<file path="src/hdl/gbs_pkg.sv">
// ----------------------------------------------------------------------------
// gbs_pkg
// Shared widths, register indexes, item types and divider tag for the
// single-Gaussian background subtraction block.
// ----------------------------------------------------------------------------
package gbs_pkg;

    localparam int PIX_W      = 8;
    localparam int POS_W      = 16;      // PIXELS_PER_FRAME = 65536
    localparam int MEM_DEPTH  = 65536;
    localparam int SUM_W      = 16;
    localparam int SQ_W       = 24;
    localparam int MEAN_W     = 8;
    localparam int VAR_W      = 14;
    localparam int NF_W       = 9;
    localparam int WT_W       = 8;
    localparam int CFG_AW     = 2;
    localparam int CFG_DW     = 9;
    localparam int MAX_FRAMES = 256;
    localparam int DIV_W      = 24;
    localparam int REM_W      = 10;
    localparam int NUM_W      = 27;
    localparam int FIFO_DEPTH = 4;
    localparam int FIFO_AW    = 2;
    localparam int OQ_DEPTH   = 8;
    localparam int OQ_AW      = 3;
    localparam int INF_W      = 7;

    localparam logic [CFG_AW-1:0] CFG_FRAMES = 2'd0;
    localparam logic [CFG_AW-1:0] CFG_WEIGHT = 2'd1;

    localparam logic [NF_W-1:0]   FRAMES_RST = 9'd200;
    localparam logic [WT_W-1:0]   WEIGHT_RST = 8'd24;
    localparam logic [MEAN_W-1:0] MEAN_MAX   = 8'd255;
    localparam logic [VAR_W-1:0]  VAR_MAX    = 14'h3fff;

    typedef logic [1:0] t_mode;
    localparam t_mode MODE_TRAIN  = 2'd0;
    localparam t_mode MODE_MODEL  = 2'd1;
    localparam t_mode MODE_DETECT = 2'd2;

    typedef struct packed {
        logic [POS_W-1:0] pos;
        t_mode            mode;
        logic [PIX_W-1:0] pixel;
        logic             eof;
    } t_item;

    typedef struct packed {
        logic [NF_W-1:0] frames;   // already clamped to 1..MAX_FRAMES
        logic [WT_W-1:0] weight;
        logic            restart;
    } t_cfg;

    typedef struct packed {
        logic [POS_W-1:0]  pos;
        logic [SUM_W-1:0]  sum;
        logic [SQ_W-1:0]   sq;
        logic [MEAN_W-1:0] mean;
    } t_div_tag;

endpackage

</file>
<file path="src/hdl/gbs_front.sv">
// ----------------------------------------------------------------------------
// gbs_front
// Configuration registers, pixel position and frame counting; tags each
// accepted pixel as training, model build or detection.
// ----------------------------------------------------------------------------
module gbs_front import gbs_pkg::*; (
    input  logic              i_clk,
    input  logic              i_rst_n,
    input  logic              i_valid,
    output logic              o_stall,
    input  logic [PIX_W-1:0]  i_pixel,
    input  logic              i_end_of_frame,
    input  logic              i_cfg_we,
    input  logic [CFG_AW-1:0] i_cfg_addr,
    input  logic [CFG_DW-1:0] i_cfg_data,
    input  logic              i_clearing,
    input  logic              i_q_full,
    output logic              o_push,
    output t_item             o_item,
    output t_cfg              o_cfg
);

    logic [NF_W-1:0]  r_frames;
    logic [WT_W-1:0]  r_weight;
    logic [POS_W-1:0] r_pos;
    logic [NF_W-1:0]  r_fcnt;
    logic [NF_W-1:0]  n_used;
    logic             restart;
    t_mode            mode;

    assign restart = i_cfg_we && (i_cfg_addr == CFG_FRAMES);

    always_comb begin
        if (r_frames == '0)                         n_used = NF_W'(1);
        else if (r_frames > NF_W'(MAX_FRAMES))      n_used = NF_W'(MAX_FRAMES);
        else                                        n_used = r_frames;
    end

    always_comb begin
        if (r_fcnt < n_used)       mode = MODE_TRAIN;
        else if (r_fcnt == n_used) mode = MODE_MODEL;
        else                       mode = MODE_DETECT;
    end

    assign o_stall = i_clearing || i_q_full || restart;
    assign o_push  = i_valid && !o_stall;

    assign o_item.pos   = r_pos;
    assign o_item.mode  = mode;
    assign o_item.pixel = i_pixel;
    assign o_item.eof   = i_end_of_frame;

    assign o_cfg.frames  = n_used;
    assign o_cfg.weight  = r_weight;
    assign o_cfg.restart = restart;

    always_ff @(posedge i_clk) begin
        if (!i_rst_n) begin
            r_frames <= FRAMES_RST;
            r_weight <= WEIGHT_RST;
            r_pos    <= '0;
            r_fcnt   <= '0;
        end else begin
            if (i_cfg_we && i_cfg_addr == CFG_FRAMES) r_frames <= i_cfg_data;
            if (i_cfg_we && i_cfg_addr == CFG_WEIGHT) r_weight <= i_cfg_data[WT_W-1:0];
            if (restart) begin
                r_pos  <= '0;
                r_fcnt <= '0;
            end else if (o_push) begin
                if (i_end_of_frame) begin
                    r_pos <= '0;
                    // saturate at N+1
                    if (r_fcnt <= n_used) r_fcnt <= r_fcnt + 1'b1;
                    else                  r_fcnt <= n_used + 1'b1;
                end else begin
                    r_pos <= r_pos + 1'b1;
                end
            end
        end
    end

endmodule

</file>
<file path="config.mk">
export PLATFORM = sky130hd
export DESIGN_NAME = gbs_front
export DESIGN_NICKNAME = d
export VERILOG_FILES = /design/src/hdl/gbs_pkg.sv /design/src/hdl/gbs_front.sv
export SDC_FILE = /design/constraint.sdc
export NUM_CORES = 1
export LEC_CHECK = 0
export ABC_AREA = 1
export BUFFER_PORTS_ARGS = -buffer_cell sky130_fd_sc_hd__buf_2
export CAP_MARGIN = 20
export CORE_MARGIN = 2
export CORE_UTILIZATION = 35
export CTS_CLUSTER_SIZE = 14
export DETAILED_ROUTE_END_ITERATION = 8
export PLACE_DENSITY = 0.63
export SYNTH_ARGS = -nofsm -noshare
export SYNTH_HDL_FRONTEND = slang
export SYNTH_SLANG_ARGS = --single-unit
</file>
<file path="constraint.sdc">
create_clock -name i_clk -period 3 [get_ports i_clk]
set_clock_uncertainty 0.2 [all_clocks]
set_input_delay 0 -clock i_clk [delete_from_list [all_inputs] [get_ports i_clk]]
set_output_delay 0 -clock i_clk [all_outputs]
set_load 0.02 [all_outputs]
</file>
==> summary.txt <==
Residual DRC: 0
Slew Limit Fails: 0
Crit Path Max Fanout: 5
synth unique cells: 38
Arrival @ worst endpoint: 2850 ps
Period minus WS final: 2864 ps
cell count after synthesis: 350
Slew headroom: 41.59%
die footprint: 8190 um^2
LEAKAGE: 1.623 nW
R2R Path Start: r_frames[2]
first-pass GRT wire length: 10600 um
TritonCTS clock tree: yes
final hold vios: 0
clock share of power: 32.1%
worst setup path category: flip-flop to flip-flop
Inst Count DP: 496
layout cell share with drive strength beyond 1: 36.05%
CP startpoint: r_frames[2]
RePlAce Congestion: 0.7739
CP required: 2990 ps
grt total ovfl: 0
critical path capture point type: flip-flop
crit start category: flip-flop
Layout Cells excl Fill: 540
Core Footprint: 7253 um^2
outcome: finished clean
clk sinks: 42
clock root cell: clkbuf_8
switching power: 0.3457 mW
Die Height: 90.50 um
Net Sw Frac: 28.91%
Overall Power: 1.195 mW
hold crit path type: input port to flip-flop
post-DP HPWL: 4565 um
Initial DRT Pass Iterations: 4
gr usage total: 15.53%
die width: 90.50 um
syn avg cell area: 7.482 um^2
DR vias/cell: 4.622
deepest clock path buffer count: 2
Clock Latency Late Sink: 290 ps
Clock transition at path regs: 90 ps
initial antenna violation count: 0
combinational share of power: 19.3%
maximum vdd drop: 0.2629 mV
Synthesis Warnings: 0
Num CTS Buffers: 5
Max Cap Viol: 0
Initial Util: 36.10%
Max H-tree Level: 2
fmax: 349.2 MHz
Vias: 2496
Worst-Margin Slew: 869.5 ps
vias in the first global route: 2347
DRT iter0 DRCs: 99
P_int: 0.8498 mW
# fillers: 721
syn nets: 387
area grow syn2layout: 35.36%
Total Routed Length: 6390 um
Seq/Total Area, Yosys: 32.11%
cell area after synthesis: 2619 um^2
ANT cells: 0
# nets final: 477
largest net degree at the start of global routing: 19
post-synthesis register bit count: 42
drt wl/cell: 11.83 um
worst hold start: i_q_full
final setup violating endpoints: 0
Final Cycle Share: 95.46%
I/O pin cnt: 73
I/O Buffers: 56
ANT nets after route: 0
site row count: 31
Seq pwr share: 48.6%
power density cells: 337.3 nW/um^2
[synthesized netlist by cell type, drive strengths merged]
library cell | n | area [um^2]
a21oi | 21 | 112.6
nand2 | 80 | 422.9
nor2 | 56 | 321.6
a31oi | 1 | 6.260
nor3 | 4 | 20.02
o211ai | 2 | 15.01
a211oi | 1 | 7.510
nand3b | 1 | 20.02
inv | 49 | 183.9
a221oi | 1 | 8.760
o22ai | 1 | 6.260
nor3b | 1 | 7.510
xor2 | 1 | 8.760
dfxtp | 42 | 840.8
xnor2 | 1 | 8.760
o221a | 1 | 11.26
nor4 | 1 | 6.260
clkbuf | 4 | 15.01
o21a | 2 | 15.01
clkinv | 1 | 3.750
nand3 | 29 | 180.2
buf | 12 | 102.6
a22o | 1 | 8.760
o21ai | 24 | 120.1
nand4 | 2 | 27.53
ha | 11 | 137.6
[sequential cells by signal, summed over array words and instances, names as in the netlist]
name	cells
r_fcnt	9
r_frames	9
r_pos	16
r_weight	8
[worst max-delay path, cell delays in order, from the launching register on]
cell and delay [ps]:
dfxtp_1 320, nor2_1 150, nand2_2 90, nor2_4 140, nor2_4 80, nor2_4 130, inv_2 50, ha_4 230
nand2_4 70, inv_2 40, nand2_2 50, nand2_2 50, nand2_2 90, nand3_4 120, nand2_4 140, nand2_4 60
nand2_4 90, ha_4 150, nand2_4 50, nor2_4 150, nand2_1 70, nand2_1 80, nand3_2 60, nand2_1 70
inv_1 30
[layout make-up]
type                    count  area (um^2)  area share [%]
well taps                  99        123.9           3.495
clock inverters             2        12.51          0.3530
flip-flops and latches     42        848.3           23.93
inverters                  50        187.7           5.295
repair buffers             99        683.2           19.27
clock buffers               6        82.58           2.330
multi-input cells         242         1607           45.32
[per-stage QoR]
stage | setup slack, ps | area, um^2 | hold WS (ps) | setup TNS (ps) | utilization [%]
floorplan | 13.23 | 2624 | -87.41 | 0 | -
global placement | 131.2 | 2963 | -199.9 | 0 | 40.85
finish | 136.3 | 3545 | 19.17 | 0 | 48.87
global route | -47.42 | 3545 | 53.22 | -78.94 | 48.87
detailed placement | 81.02 | 2963 | -199.9 | 0 | 40.85
CTS | 14.59 | 3348 | 2.420 | 0 | 46.16
[cells in the final DEF (no fill, tap or decap), types with 3 or more instances in the layout]
master,instances
nand3_1,22
o21ai_0,21
nor2_4,13
clkbuf_8,6
inv_1,45
nand2_1,48
a21oi_1,18
a21oi_2,3
buf_4,12
ha_4,5
dfxtp_1,36
ha_1,6
o21ai_1,3
dlygate4sd3_1,29
dfxtp_2,6
nor3_1,4
nand2_2,17
nor2_2,7
inv_2,4
nor2_1,35
nand2_4,15
buf_2,56
nand3_2,5
[per-layer routing]
metal  GRT usage (%)  share of wire (%)  vias up
met4           4.744                1.6        0
li1                -                  -     1298
met2           27.49                 51       47
met1           19.20                 44     1144
met3           2.588                3.4        7
met5               0                  0        -
[cell families (layout without fill, tap and decap cells)]
logic type	count (synthesis)	count (layout)	synth area share (%)
AO/OA/AOI/OAI	55	55	11.90
XOR/XNOR	2	2	0.6690
adder cells (fa/ha/maj)	11	11	5.256
buffers and inverters	66	157	11.66
flip-flops	42	42	32.11
AND/OR/NAND/NOR	174	174	38.41
[power by group through the flow]
stage | registers (mW) | logic, mW | clock network [mW]
after floorplan | 0.598 | 0.134 | 0
after global placement | 0.592 | 0.175 | 0
after detailed placement | 0.592 | 0.177 | 0
after CTS | 0.579 | 0.215 | 0.398
after global routing | 0.582 | 0.251 | 0.418
final | 0.581 | 0.230 | 0.384
[path summary, 6_finish.rpt]
path | slack, ps | to | depth (start not counted)
hold reg to reg | 290 | r_weight[4] | 2
setup reg to reg | 140 | r_fcnt[8] | 24
setup / recovery | 140 | r_fcnt[8] | 24
hold / removal | 20 | r_pos[0] | 5
[timing repair]
action | 4_1_cts | 5_1_grt
hold buffers | 29 | 0
resized for setup | 0 | 35
endpoints found under the hold margin | 28 | 0
buffers inserted | 0 | 7
setup endpoints to repair | 0 | 5
(Power assumes the default switching activity.)
