==> src/hdl/gbs_pkg.sv <==
// ----------------------------------------------------------------------------
// gbs_pkg
// Shared widths, register indexes, item types and divider tag for the
// single-Gaussian background subtraction block.
// ----------------------------------------------------------------------------
package gbs_pkg;

    localparam int PIX_W      = 8;
    localparam int POS_W      = 16;      // PIXELS_PER_FRAME = 65536
    localparam int MEM_DEPTH  = 65536;
    localparam int SUM_W      = 16;
    localparam int SQ_W       = 24;
    localparam int MEAN_W     = 8;
    localparam int VAR_W      = 14;
    localparam int NF_W       = 9;
    localparam int WT_W       = 8;
    localparam int CFG_AW     = 2;
    localparam int CFG_DW     = 9;
    localparam int MAX_FRAMES = 256;
    localparam int DIV_W      = 24;
    localparam int REM_W      = 10;
    localparam int NUM_W      = 27;
    localparam int FIFO_DEPTH = 4;
    localparam int FIFO_AW    = 2;
    localparam int OQ_DEPTH   = 8;
    localparam int OQ_AW      = 3;
    localparam int INF_W      = 7;

    localparam logic [CFG_AW-1:0] CFG_FRAMES = 2'd0;
    localparam logic [CFG_AW-1:0] CFG_WEIGHT = 2'd1;

    localparam logic [NF_W-1:0]   FRAMES_RST = 9'd200;
    localparam logic [WT_W-1:0]   WEIGHT_RST = 8'd24;
    localparam logic [MEAN_W-1:0] MEAN_MAX   = 8'd255;
    localparam logic [VAR_W-1:0]  VAR_MAX    = 14'h3fff;

    typedef logic [1:0] t_mode;
    localparam t_mode MODE_TRAIN  = 2'd0;
    localparam t_mode MODE_MODEL  = 2'd1;
    localparam t_mode MODE_DETECT = 2'd2;

    typedef struct packed {
        logic [POS_W-1:0] pos;
        t_mode            mode;
        logic [PIX_W-1:0] pixel;
        logic             eof;
    } t_item;

    typedef struct packed {
        logic [NF_W-1:0] frames;   // already clamped to 1..MAX_FRAMES
        logic [WT_W-1:0] weight;
        logic            restart;
    } t_cfg;

    typedef struct packed {
        logic [POS_W-1:0]  pos;
        logic [SUM_W-1:0]  sum;
        logic [SQ_W-1:0]   sq;
        logic [MEAN_W-1:0] mean;
    } t_div_tag;

endpackage

==> src/hdl/gbs_fifo.sv <==
// ----------------------------------------------------------------------------
// gbs_fifo
// Short request queue between the classifying front end and the back end.
// ----------------------------------------------------------------------------
module gbs_fifo import gbs_pkg::*; (
    input  logic  i_clk,
    input  logic  i_rst_n,
    input  logic  i_push,
    input  t_item i_item,
    input  logic  i_pop,
    output logic  o_full,
    output logic  o_empty,
    output t_item o_item
);

    t_item                r_mem [FIFO_DEPTH];
    logic [FIFO_AW-1:0]   r_wr;
    logic [FIFO_AW-1:0]   r_rd;
    logic [FIFO_AW:0]     r_cnt;

    assign o_full  = (r_cnt == (FIFO_AW+1)'(FIFO_DEPTH));
    assign o_empty = (r_cnt == '0);
    assign o_item  = r_mem[r_rd];

    always_ff @(posedge i_clk) begin
        if (i_push) begin
            r_mem[r_wr] <= i_item;
        end
    end

    always_ff @(posedge i_clk) begin
        if (!i_rst_n) begin
            r_wr  <= '0;
            r_rd  <= '0;
            r_cnt <= '0;
        end else begin
            if (i_push) r_wr <= r_wr + 1'b1;
            if (i_pop)  r_rd <= r_rd + 1'b1;
            if (i_push && !i_pop)      r_cnt <= r_cnt + 1'b1;
            else if (!i_push && i_pop) r_cnt <= r_cnt - 1'b1;
        end
    end

endmodule

==> config.mk <==
export PLATFORM = sky130hd
export DESIGN_NAME = gbs_fifo
export DESIGN_NICKNAME = d
export VERILOG_FILES = /design/src/hdl/gbs_pkg.sv /design/src/hdl/gbs_fifo.sv
export SDC_FILE = /design/constraint.sdc
export NUM_CORES = 1
export LEC_CHECK = 0
export BUFFER_PORTS_ARGS = -buffer_cell sky130_fd_sc_hd__clkbuf_2
export CORE_ASPECT_RATIO = 0.5
export CORE_MARGIN = 8
export CORE_UTILIZATION = 33
export DETAILED_ROUTE_END_ITERATION = 7
export MAX_ROUTING_LAYER = met4
export SLEW_MARGIN = 25
export SYNTH_ARGS = -nofsm -noshare
export SYNTH_HDL_FRONTEND = slang
export SYNTH_SLANG_ARGS = --single-unit
export TNS_END_PERCENT = 5
==> constraint.sdc <==
create_clock -name i_clk -period 1.49 [get_ports i_clk]
set_input_delay 0.149 -clock i_clk [delete_from_list [all_inputs] [get_ports i_clk]]
set_output_delay 0.149 -clock i_clk [all_outputs]
set_load 0.01 [all_outputs]
==> out/summary.log, run 1 <==
INFO  layout         drive_above_1_share=0.410
INFO  grt            globalRoute.totalOverflow=0
INFO  sta            rsz0062_at_grt=true
INFO  clock_network  root_buffer=sky130_fd_sc_hd__clkbuf_16
INFO  synth          ys_warn_count=0
INFO  setup_path     rr_worst_depth=4
INFO  outcome        outcome=finished, violations left
INFO  layout         finish.net_count=334
INFO  power          power_leakage=2.07nW
INFO  synth          post_synth_inst_count=184
INFO  sta            clock-skew-final=0.00510ns
INFO  flow_run       maxCapViolations=0
INFO  setup_path     cp.arrival=1.66ns
INFO  grt            antenna_violations_before_repair=0
INFO  power          irDropWorstVdd=0.000800V
INFO  detailed_routing met2_wirelength=4280µm
INFO  detailed_routing met1Wirelength=3360µm
INFO  place          numPortBuffers=59
INFO  floorplanning  die-area=17500µm²
INFO  clock_network  htree_num_levels=4
INFO  floorplanning  num_rows=29
INFO  power          report.power.total=0.00844W
INFO  power          power.density=1450nW/µm²
INFO  floorplanning  die-width=179µm
INFO  layout         fillCellCount=1083
INFO  grt            grt.total_usage=0.103
INFO  detailed_routing detail_route.first_pass.iterations=4
INFO  synth          ys_seq_area_frac=0.780
INFO  sta            slew_at_the_pin_with_the_worst_max_slew_slack=0.410ns
INFO  detailed_routing drt-wirelength-per-cell=16.8µm
INFO  detailed_routing routed-wl-met3=282µm
INFO  layout         mostFrequentLayoutCell=sky130_fd_sc_hd__edfxtp_1
INFO  sta            report.final.slew_viol_count=0
INFO  setup_path     critical-path-slowest-cell=sky130_fd_sc_hd__mux4_2
INFO  synth          count_of_different_cell_masters_after_synthesis=21
INFO  grt            grt_pass1_wl=13000µm
INFO  sta            finalCriticalPeriod=1.81ns
INFO  clock_network  cts_num_sinks=117
INFO  layout         ff_latch_area=3430µm²
INFO  clock_network  clock_path_buffers=2
INFO  clock_network  clk-insertion-delay-late=0.40ns
INFO  setup_path     criticalPathCategory=reg2out
INFO  worst_hold_path min_path_type=in2reg
INFO  detailed_routing number_of_drc_violations_after_detailed_routing_iteration_0=101
INFO  setup_path     cp_cell_sequence=buf_12, mux4_2, clkbuf_2
INFO  sta            period_share=1.22
INFO  floorplanning  coreArea=12800µm²
INFO  worst_hold_path min_path_cells=2
INFO  layout         finalCoreUtilization=0.456
INFO  place          post_dp_area=5010µm²
INFO  setup_path     worst_path_largest_cell_delay=0.52ns
INFO  clock_network  cts.reportedPaths.clkPinSlew=0.05ns
INFO  detailed_routing dr_total_vias=2149
INFO  setup_path     cp-end-kind=output port
INFO  sta            setup_viol=27
INFO  synth          mappedNetlistArea=4390µm²
INFO  detailed_routing routed.top_layer=met4
INFO  outcome        violations=setup timing
INFO  place          place_worst_setup_slack=-0.169ns
INFO  synth          synth-seq-cells=117
INFO  place          dp_hpwl=4950µm
INFO  sta            finalHoldViolations=0
INFO  place          gp_congestion=0.676
INFO  layout         multiInputGateArea=868µm²
INFO  sta            final.setup.worst_slack=-0.324ns
INFO  floorplanning  die_height=97.6µm
INFO  layout         final_cell_mix=sky130_fd_sc_hd__edfxtp_1, sky130_fd_sc_hd__clkbuf_2, sky130_fd_sc_hd__dlygate4sd3_1, sky130_fd_sc_hd__mux4_2, sky130_fd_sc_hd__clkbuf_16
INFO  clock_network  tritoncts=yes
INFO  floorplanning  boundaryPins=60
INFO  detailed_routing vias_per_cell=4.48
INFO  setup_path     critPathMaxFanout=8
INFO  layout         synthToLayoutAreaGrowth=33.0%
INFO  layout         final_instance_area=5840µm²
INFO  sta            maxSlewHeadroom=0.726
INFO  sta            max_clock_freq=551MHz
INFO  detailed_routing postRouteAntennaNets=0
INFO  synth          synth.net_count=221
INFO  grt            number_of_global_route_vias_before_repair=2434
INFO  setup_path     reg2reg_setup_slack=0.06ns
INFO  synth          syn_avg_cell_area=23.9µm²
INFO  layout         antenna-diode-count=0
INFO  setup_path     startpoint_type=flop
INFO  setup_path     crit_required=1.34ns
INFO  floorplanning  initial_utilization=0.343
INFO  detailed_routing post-route-drc-count=0
INFO  clock_network  numCtsBuffers=17
INFO  detailed_routing postRouteWirelength=8050µm
INFO  grt            grt_max_degree=28
through the flow:
stage | hold slack, ns | cells | TNS [ns]
detailed placement | 0.370 | 420 | -1.85
finish | 0.0653 | 480 | -8.02
global placement | 0.361 | 420 | -0.477
floorplan | 0.248 | 184 | -8.27
global route | 0.0619 | 480 | -9.84
CTS | 0.0455 | 479 | -8.65
area by class of cell:
type | instances | share of cell area
inverter | 4 | 0.00257
clock buffer | 22 | 0.0761
multi-input combinational | 57 | 0.149
timing repair buffer | 100 | 0.131
sequential | 117 | 0.587
clock inverter | 10 | 0.0184
tap | 170 | 0.0364
Yosys cell counts:
cell / count / area [µm²]
sky130_fd_sc_hd__xnor2_1: 2 / 17.5
sky130_fd_sc_hd__mux4_1: 7 / 184
sky130_fd_sc_hd__or3_1: 1 / 6.26
sky130_fd_sc_hd__fa_1: 1 / 20.0
sky130_fd_sc_hd__xor2_1: 3 / 26.3
sky130_fd_sc_hd__buf_2: 3 / 15.0
sky130_fd_sc_hd__dfxtp_1: 9 / 180
sky130_fd_sc_hd__ha_1: 5 / 62.6
sky130_fd_sc_hd__buf_12: 2 / 40.0
sky130_fd_sc_hd__and2_1: 9 / 56.3
sky130_fd_sc_hd__mux4_2: 20 / 450
sky130_fd_sc_hd__buf_6: 1 / 11.3
sky130_fd_sc_hd__mux2i_1: 2 / 20.0
sky130_fd_sc_hd__inv_1: 4 / 15.0
sky130_fd_sc_hd__nor2b_1: 2 / 12.5
sky130_fd_sc_hd__a21boi_0: 1 / 7.51
sky130_fd_sc_hd__o21ai_0: 1 / 5.00
sky130_fd_sc_hd__nor3_1: 1 / 5.00
sky130_fd_sc_hd__edfxtp_1: 108 / 3240
sky130_fd_sc_hd__nand2_1: 1 / 3.75
sky130_fd_sc_hd__nor3b_1: 1 / 7.51
worst max-delay path: cells and delay by family, from the launching register on:
family / cells / cell delay [ns]
muxes: 1 / 0.52
DFF: 1 / 0.42
buffers and inverters: 2 / 0.32
routing by layer:
metal  GRT usage  vias to the layer above
met5           -                        -
met2       0.170                       48
met1       0.111                     1102
li1            -                      988
met3      0.0306                       11
met4      0.0545                        0
flip-flops by register name, indices dropped and copies added, names as in the netlist, named ones only:
signal	cells
r_wr	2
r_mem	108
r_rd	2
r_cnt	3
where the power goes:
part | internal, W | switching (W) | total [W]
logic | 0.000456 | 0.000413 | 0.000869
registers | 0.00377 | 0.0000620 | 0.00384
clock network | 0.00244 | 0.00130 | 0.00374
final timing paths:
check,to,from
setup / recovery,o_item[3],flop
hold / removal,r_wr[0],i_rst_n
setup reg to reg,r_cnt[2],r_cnt[0]
hold reg to reg,r_cnt[2],r_cnt[2]
timing repair:
| item | 4_1_cts | 5_1_grt |
|---|---|---|
| hold endpoints to repair | 108 | 0 |
| setup buffers | 0 | 0 |
| cloned | 0 | 1 |
| pin swaps | 0 | 1 |
| hold buffers | 27 | 0 |
| setup endpoints to repair | 55 | 28 |
| gates resized for setup | 8 | 1 |
logic make-up (layout without fill, tap and decap cells):
kind of cell	count (synthesis)	after routing	share of synthesized area
flops	117	117	0.780
fa+ha+maj	6	6	0.0188
xor+xnor	5	5	0.00998
simple gates	15	15	0.0208
mux	29	29	0.149
buf+inv	10	136	0.0185
compound gates	2	2	0.00285
Power figures use the tool's default switching activity.
==> run 2, diff against run 1 <==
- ABC_AREA: not set -> 1
- SLEW_MARGIN: 25 -> 0
==> out/summary.log, run 2 <==
INFO  outcome        outcome=finished, violations left
INFO  outcome        violations=setup timing
INFO  power          net_switching_component_of_the_power=0.00196W
INFO  layout         multiInputGateArea=896µm²
INFO  sta            maxSlewHeadroom=0.858
INFO  sta            max_clock_freq=595MHz
INFO  floorplanning  boundaryPins=60
INFO  power          clkPwrFrac=0.475
INFO  clock_network  clock_path_buffers=2
INFO  place          dp_hpwl=5720µm
INFO  layout         ff_latch_area=3430µm²
INFO  setup_path     criticalPathCategory=reg2out
INFO  synth          synth.net_count=356
INFO  layout         fillCellCount=1172
INFO  detailed_routing detail_route.first_pass.iterations=4
INFO  grt            grt_use_met1=0.134
INFO  detailed_routing postRouteWirelength=9840µm
INFO  floorplanning  die-width=181µm
INFO  setup_path     timing.rr.start=r_wr[0]
INFO  setup_path     crit_required=1.34ns
INFO  setup_path     startpoint_type=flop
INFO  layout         mostFrequentLayoutCell=sky130_fd_sc_hd__edfxtp_1
INFO  floorplanning  initial_utilization=0.335
INFO  floorplanning  num_rows=30
INFO  sta            report.final.slew_viol_count=0
INFO  layout         drive_above_1_share=0.281
INFO  setup_path     reg2reg_setup_slack=0.22ns
INFO  synth          yosys.area.top_type=sky130_fd_sc_hd__edfxtp_1
INFO  sta            finalCriticalPeriod=1.68ns
INFO  sta            finalHoldViolations=0
INFO  grt            globalRoute.totalOverflow=0
INFO  setup_path     worst_path_largest_cell_delay=0.40ns
INFO  layout         largest_register_ffs=108
INFO  clock_network  numCtsBuffers=17
INFO  synth          synth_commonest_cells=sky130_fd_sc_hd__edfxtp_1, sky130_fd_sc_hd__nor2_1, sky130_fd_sc_hd__o21ai_0
INFO  grt            number_of_global_route_vias_before_repair=2998
INFO  floorplanning  coreArea=13400µm²
INFO  sta            rsz0062_at_grt=true
INFO  synth          synth-main-ff-cell=sky130_fd_sc_hd__edfxtp_1
INFO  clock_network  clk-insertion-delay-late=0.40ns
INFO  place          gp_congestion=0.718
INFO  grt            antenna_violations_before_repair=1
INFO  synth          count_of_different_cell_masters_after_synthesis=20
INFO  power          switching_fraction_of_total_power=0.222
INFO  detailed_routing drt-wirelength-per-cell=15.9µm
INFO  grt            grt.busiest_layer=met2
INFO  synth          post_synth_inst_count=319
INFO  sta            setup_viol=27
INFO  clock_network  cts_num_sinks=117
INFO  detailed_routing number_of_drc_violations_after_detailed_routing_iteration_0=103
INFO  power          power.density=1450nW/µm²
INFO  synth          syn_avg_cell_area=14.1µm²
INFO  grt            grt_util_met2=0.190
INFO  power          power_leakage=2.26nW
INFO  power          comb_power_share=0.096
INFO  setup_path     cp.arrival=1.53ns
INFO  layout         final_cell_mix=sky130_fd_sc_hd__edfxtp_1, sky130_fd_sc_hd__nor2_1, sky130_fd_sc_hd__clkbuf_2, sky130_fd_sc_hd__o21ai_0, sky130_fd_sc_hd__dlygate4sd3_1
INFO  grt            grt_pass1_wl=15800µm
INFO  worst_hold_path min_path_type=in2reg
INFO  power          irDropWorstVdd=0.000992V
INFO  detailed_routing post-route-drc-count=0
INFO  layout         reg_top3=r_mem: 108 flops, r_cnt: 3 flops
INFO  detailed_routing postRouteAntennaNets=0
INFO  sta            final.setup.worst_slack=-0.191ns
INFO  setup_path     critPathMaxFanout=7
INFO  power          internal-power=0.00689W
INFO  floorplanning  die_height=98.5µm
INFO  clock_network  cts.reportedPaths.clkPinSlew=0.05ns
INFO  sta            totalNegativeSetupSlack=-3.31ns
INFO  setup_path     rr_worst_depth=5
INFO  clock_network  root_buffer=sky130_fd_sc_hd__clkbuf_16
INFO  setup_path     regToRegEndpoint=r_mem[2][20]
INFO  sta            clock-skew-final=0.00847ns
INFO  setup_path     cp_cell_sequence=buf_12, inv_12, buf_6, o21ai_2, o22ai_2, clkbuf_2
INFO  sta            period_share=1.13
INFO  clock_network  htree_num_levels=4
INFO  grt            grt.total_usage=0.117
INFO  synth          synth-seq-cells=117
INFO  layout         finish.net_count=466
INFO  grt            globalRouteMet3Util=0.0338
INFO  sta            worst_hold_slack=0.0542ns
INFO  setup_path     crit_path_end=o_item[19]
INFO  detailed_routing vias_per_cell=4.68
INFO  detailed_routing dr_total_vias=2894
INFO  setup_path     critical-path-slowest-cell=sky130_fd_sc_hd__dfxtp_4
INFO  floorplanning  die-area=17800µm²
INFO  sta            slew_at_the_pin_with_the_worst_max_slew_slack=0.211ns
INFO  synth          async_reset_ff_frac=0
INFO  layout         synthToLayoutAreaGrowth=35.5%
INFO  synth          number_of_enable_flip_flop_cells_after_synthesis=108
INFO  synth          ys_warn_count=0
INFO  synth          synthMostInstantiatedCell=sky130_fd_sc_hd__edfxtp_1
INFO  place          numPortBuffers=59
INFO  layout         finalCoreUtilization=0.453
INFO  setup_path     cp-end-kind=output port
INFO  synth          synth_top_cells_by_area=sky130_fd_sc_hd__edfxtp_1, sky130_fd_sc_hd__nor2_1, sky130_fd_sc_hd__o21ai_0
INFO  synth          ys_seq_area_frac=0.761
INFO  layout         top_register=r_mem
INFO  power          power.share.sequential=0.429
INFO  synth          mappedNetlistArea=4500µm²
INFO  synth          fraction_of_synthesized_cell_area_taken_by_the_top_area_cell_type=0.721
INFO  grt            grt_max_degree=28
INFO  flow_run       maxCapViolations=0
INFO  clock_network  tritoncts=yes
-- run 2: power groups by stage --
| stage | clock network (W) | registers [W] | logic (W) |
|---|---|---|---|
| floorplan | 0 | 0.00385 | 0.000428 |
| global route | 0.00439 | 0.00381 | 0.000937 |
| detailed placement | 0 | 0.00387 | 0.000730 |
| finish | 0.00420 | 0.00380 | 0.000850 |
| global placement | 0 | 0.00386 | 0.000719 |
| CTS | 0.00426 | 0.00380 | 0.000863 |
-- run 2: worst min path at each step --
stage / startpoint / endpoint / cells after the start
after detailed placement: i_item[26] / r_mem[0][26] / 1
after CTS: i_rst_n / r_cnt[2] / 3
after floorplan: i_item[0] / r_mem[0][0] / 0
final: i_rst_n / r_cnt[2] / 3
after global placement: i_item[14] / r_mem[3][14] / 1
after global routing: i_rst_n / r_cnt[2] / 3
-- run 2: cell type report --
cell class	instances	area share
inverter	17	0.0152
timing repair buffer	104	0.131
tap	176	0.0362
antenna	1	0.000411
clock inverter	13	0.0298
sequential	117	0.563
clock buffer	19	0.0711
timing repair inverter	3	0.00555
multi-input combinational	169	0.147
-- run 2: worst max-delay path: cells and delay by family, from the launching register on --
family,cells,cell delay [ns]
buffers and inverters,4,0.50
flip-flops,1,0.40
AO/OA/AOI/OAI,2,0.22
-- run 2: stage by stage --
| step | setup WS, ns | instance area [µm²] | power, W | instances |
|---|---|---|---|---|
| after floorplan | -0.0184 | 4500 | 0.00428 | 319 |
| after detailed placement | 0.110 | 5040 | 0.00460 | 554 |
| after CTS | -0.171 | 6080 | 0.00892 | 618 |
| final | -0.191 | 6090 | 0.00885 | 619 |
| after global placement | 0.0903 | 5040 | 0.00458 | 554 |
| after global routing | -0.229 | 6090 | 0.00914 | 619 |
-- run 2: kinds of logic after synthesis --
| group | synth area share |
|---|---|
| DFF | 0.761 |
| adders and majority gates | 0.0184 |
| buffers and inverters | 0.0498 |
| AOI/OAI and AO/OA | 0.109 |
| and+or+nand+nor | 0.0615 |
-- run 2: what timing repair did --
action | 4_1_cts | 5_1_grt
hold buffers | 27 | 0
setup endpoints to repair | 27 | 27
setup buffers | 2 | 0
hold endpoints to repair | 108 | 0
cloned | 3 | 0
pin swaps | 12 | 4
gates resized for setup | 31 | 23
-- run 2: routing by layer --
metal  routed length, µm  part of all wire  vias up
li1                    -                 -     1410
met1                4500              0.46     1423
met2                4880              0.50       48
met3                 263             0.027       13
met4                 186             0.019        0
met5                   0                 0        -
==> run 3, diff against run 2 <==
- PLACE_DENSITY: not set -> 0.64
- TNS_END_PERCENT: 5 -> not set
==> out/summary.log, run 3 (synthesized netlist as in run 2, its figures left out) <==
INFO  outcome        outcome=finished, violations left
INFO  outcome        violations=setup timing
INFO  floorplanning  die_height=98.5µm
INFO  grt            grt.busiest_layer=met2
INFO  setup_path     crit_required=1.34ns
INFO  detailed_routing post-route-drc-count=0
INFO  flow_run       maxCapViolations=0
INFO  clock_network  clock_path_buffers=2
INFO  setup_path     criticalPathCategory=reg2out
INFO  grt            antenna_violations_before_repair=0
INFO  power          irDropWorstVdd=0.000976V
INFO  place          numPortBuffers=59
INFO  setup_path     critPathMaxFanout=13
INFO  floorplanning  coreArea=13400µm²
INFO  detailed_routing drt-wirelength-per-cell=17.8µm
INFO  sta            maxSlewHeadroom=0.811
INFO  detailed_routing number_of_drc_violations_after_detailed_routing_iteration_0=209
INFO  grt            grt.total_usage=0.122
INFO  sta            period_share=1.17
INFO  grt            grt_use_met1=0.123
INFO  layout         mostFrequentLayoutCell=sky130_fd_sc_hd__edfxtp_1
INFO  sta            finalHoldViolations=0
INFO  detailed_routing detail_route.first_pass.iterations=5
INFO  sta            clock-skew-final=0.00537ns
INFO  floorplanning  boundaryPins=60
INFO  layout         largest_register_ffs=108
INFO  worst_hold_path min_path_type=in2reg
INFO  setup_path     startpoint_type=flop
INFO  place          post-place-cells=548
INFO  layout         reg_top3=r_mem: 108 flops, r_cnt: 3 flops
INFO  detailed_routing vias_per_cell=4.82
INFO  setup_path     critical-path-slowest-cell=sky130_fd_sc_hd__dfxtp_4
INFO  clock_network  numCtsBuffers=17
INFO  power          power_leakage=2.35nW
INFO  clock_network  clk-insertion-delay-late=0.41ns
INFO  layout         top_register=r_mem
INFO  floorplanning  die-width=181µm
INFO  grt            grt_max_degree=28
INFO  clock_network  htree_num_levels=4
INFO  floorplanning  die-area=17800µm²
INFO  setup_path     reg2reg_setup_slack=0.19ns
INFO  sta            max_clock_freq=575MHz
INFO  sta            finalCriticalPeriod=1.74ns
INFO  clock_network  cts.reportedPaths.clkPinSlew=0.05ns
INFO  layout         finish.net_count=471
INFO  layout         drive_above_1_share=0.372
INFO  detailed_routing postRouteAntennaNets=0
INFO  setup_path     cp-end-kind=output port
INFO  setup_path     crit_path_end=o_item[8]
INFO  grt            globalRoute.totalOverflow=0
INFO  grt            grt_pass1_wl=16000µm
INFO  setup_path     cp.arrival=1.59ns
INFO  setup_path     cp_cell_sequence=buf_12, inv_12, nor2_1, o22ai_2, clkbuf_2
INFO  setup_path     worst_path_largest_cell_delay=0.42ns
INFO  layout         final-instance-count-excl-fill=622
INFO  sta            setup_viol=27
INFO  sta            final.setup.worst_slack=-0.249ns
INFO  floorplanning  num_rows=30
INFO  layout         finalCoreUtilization=0.476
INFO  setup_path     timing.rr.start=r_wr[0]
INFO  clock_network  cts_num_sinks=117
INFO  power          power.density=1390nW/µm²
INFO  setup_path     rr_worst_depth=5
INFO  clock_network  root_buffer=sky130_fd_sc_hd__clkbuf_16
INFO  sta            slew_at_the_pin_with_the_worst_max_slew_slack=0.282ns
INFO  grt            number_of_global_route_vias_before_repair=3089
INFO  place          gp_congestion=0.688
INFO  clock_network  tritoncts=yes
INFO  layout         antenna-diode-count=0
INFO  layout         synthToLayoutAreaGrowth=42.3%
INFO  floorplanning  initial_utilization=0.335
INFO  sta            rsz0062_at_grt=true
INFO  setup_path     regToRegEndpoint=r_mem[2][24]
INFO  detailed_routing postRouteWirelength=11100µm
INFO  grt            grt_util_met2=0.216
INFO  layout         final_cell_mix=sky130_fd_sc_hd__edfxtp_1, sky130_fd_sc_hd__clkbuf_2, sky130_fd_sc_hd__nor2_1, sky130_fd_sc_hd__dlygate4sd3_1, sky130_fd_sc_hd__o21ai_2
INFO  sta            report.final.slew_viol_count=0
INFO  detailed_routing dr_total_vias=2999
INFO  grt            globalRouteMet3Util=0.0393
INFO  place          dp_hpwl=5340µm
INFO  place          place_worst_setup_slack=0.134ns
## run 3: worst max-delay path, delay by kind of cell (launching register included)
family	cells	cell delay (ns)
AO/OA/AOI/OAI	1	0.11
AND/OR/NAND/NOR	1	0.19
flip-flops	1	0.42
buffers and inverters	3	0.45
## run 3: routing by layer
metal	part of all wire	vias to the layer above
met5	0	-
met4	0.016	0
met3	0.059	16
met2	0.53	105
met1	0.40	1463
li1	-	1415
## run 3: worst min path at each step
stage | from | end | slack, ns | depth (start not counted)
final | i_rst_n | r_cnt[2] | 0.03 | 3
after detailed placement | i_item[13] | r_mem[1][13] | 0.37 | 1
after global routing | i_rst_n | r_cnt[2] | 0.03 | 3
after CTS | i_rst_n | r_cnt[2] | 0.03 | 3
after global placement | i_item[24] | r_mem[2][24] | 0.37 | 1
after floorplan | i_item[0] | r_mem[0][0] | 0.25 | 0
## run 3: layout make-up
cell class,instances,area [µm²]
timing repair buffer,108,931
timing repair inverter,4,61.3
inverter,17,104
sequential,117,3430
clock inverter,12,156
multi-input combinational,169,1060
tap,176,220
clock buffer,19,433
fill,1092,7040
## run 3: per-stage QoR
stage,TNS (ns),total power (W),cell area [µm²],hold slack [ns]
2_1_floorplan,0,0.00428,4500,0.248
3_3_place_gp,0,0.00456,5000,0.368
3_5_place_dp,0,0.00458,5000,0.369
4_1_cts,-3.41,0.00881,6200,0.0277
5_1_grt,-5.69,0.00913,6400,0.0299
6_report,-4.07,0.00886,6400,0.0331
## run 3: timing repair
action                                 4_1_cts  5_1_grt
buffers inserted                             8        2
resized for setup                           72       47
setup endpoints to repair                   27       27
pin swaps                                   13        7
cloned                                       5        2
hold buffers                                27        0
endpoints found under the hold margin      108        0
## run 3: power breakdown
part,total [W],switching [W],internal (W)
logic,0.00102,0.000581,0.000438
clock network,0.00403,0.00142,0.00262
registers,0.00381,0.0000653,0.00375
total,0.00886,0.00206,0.00680
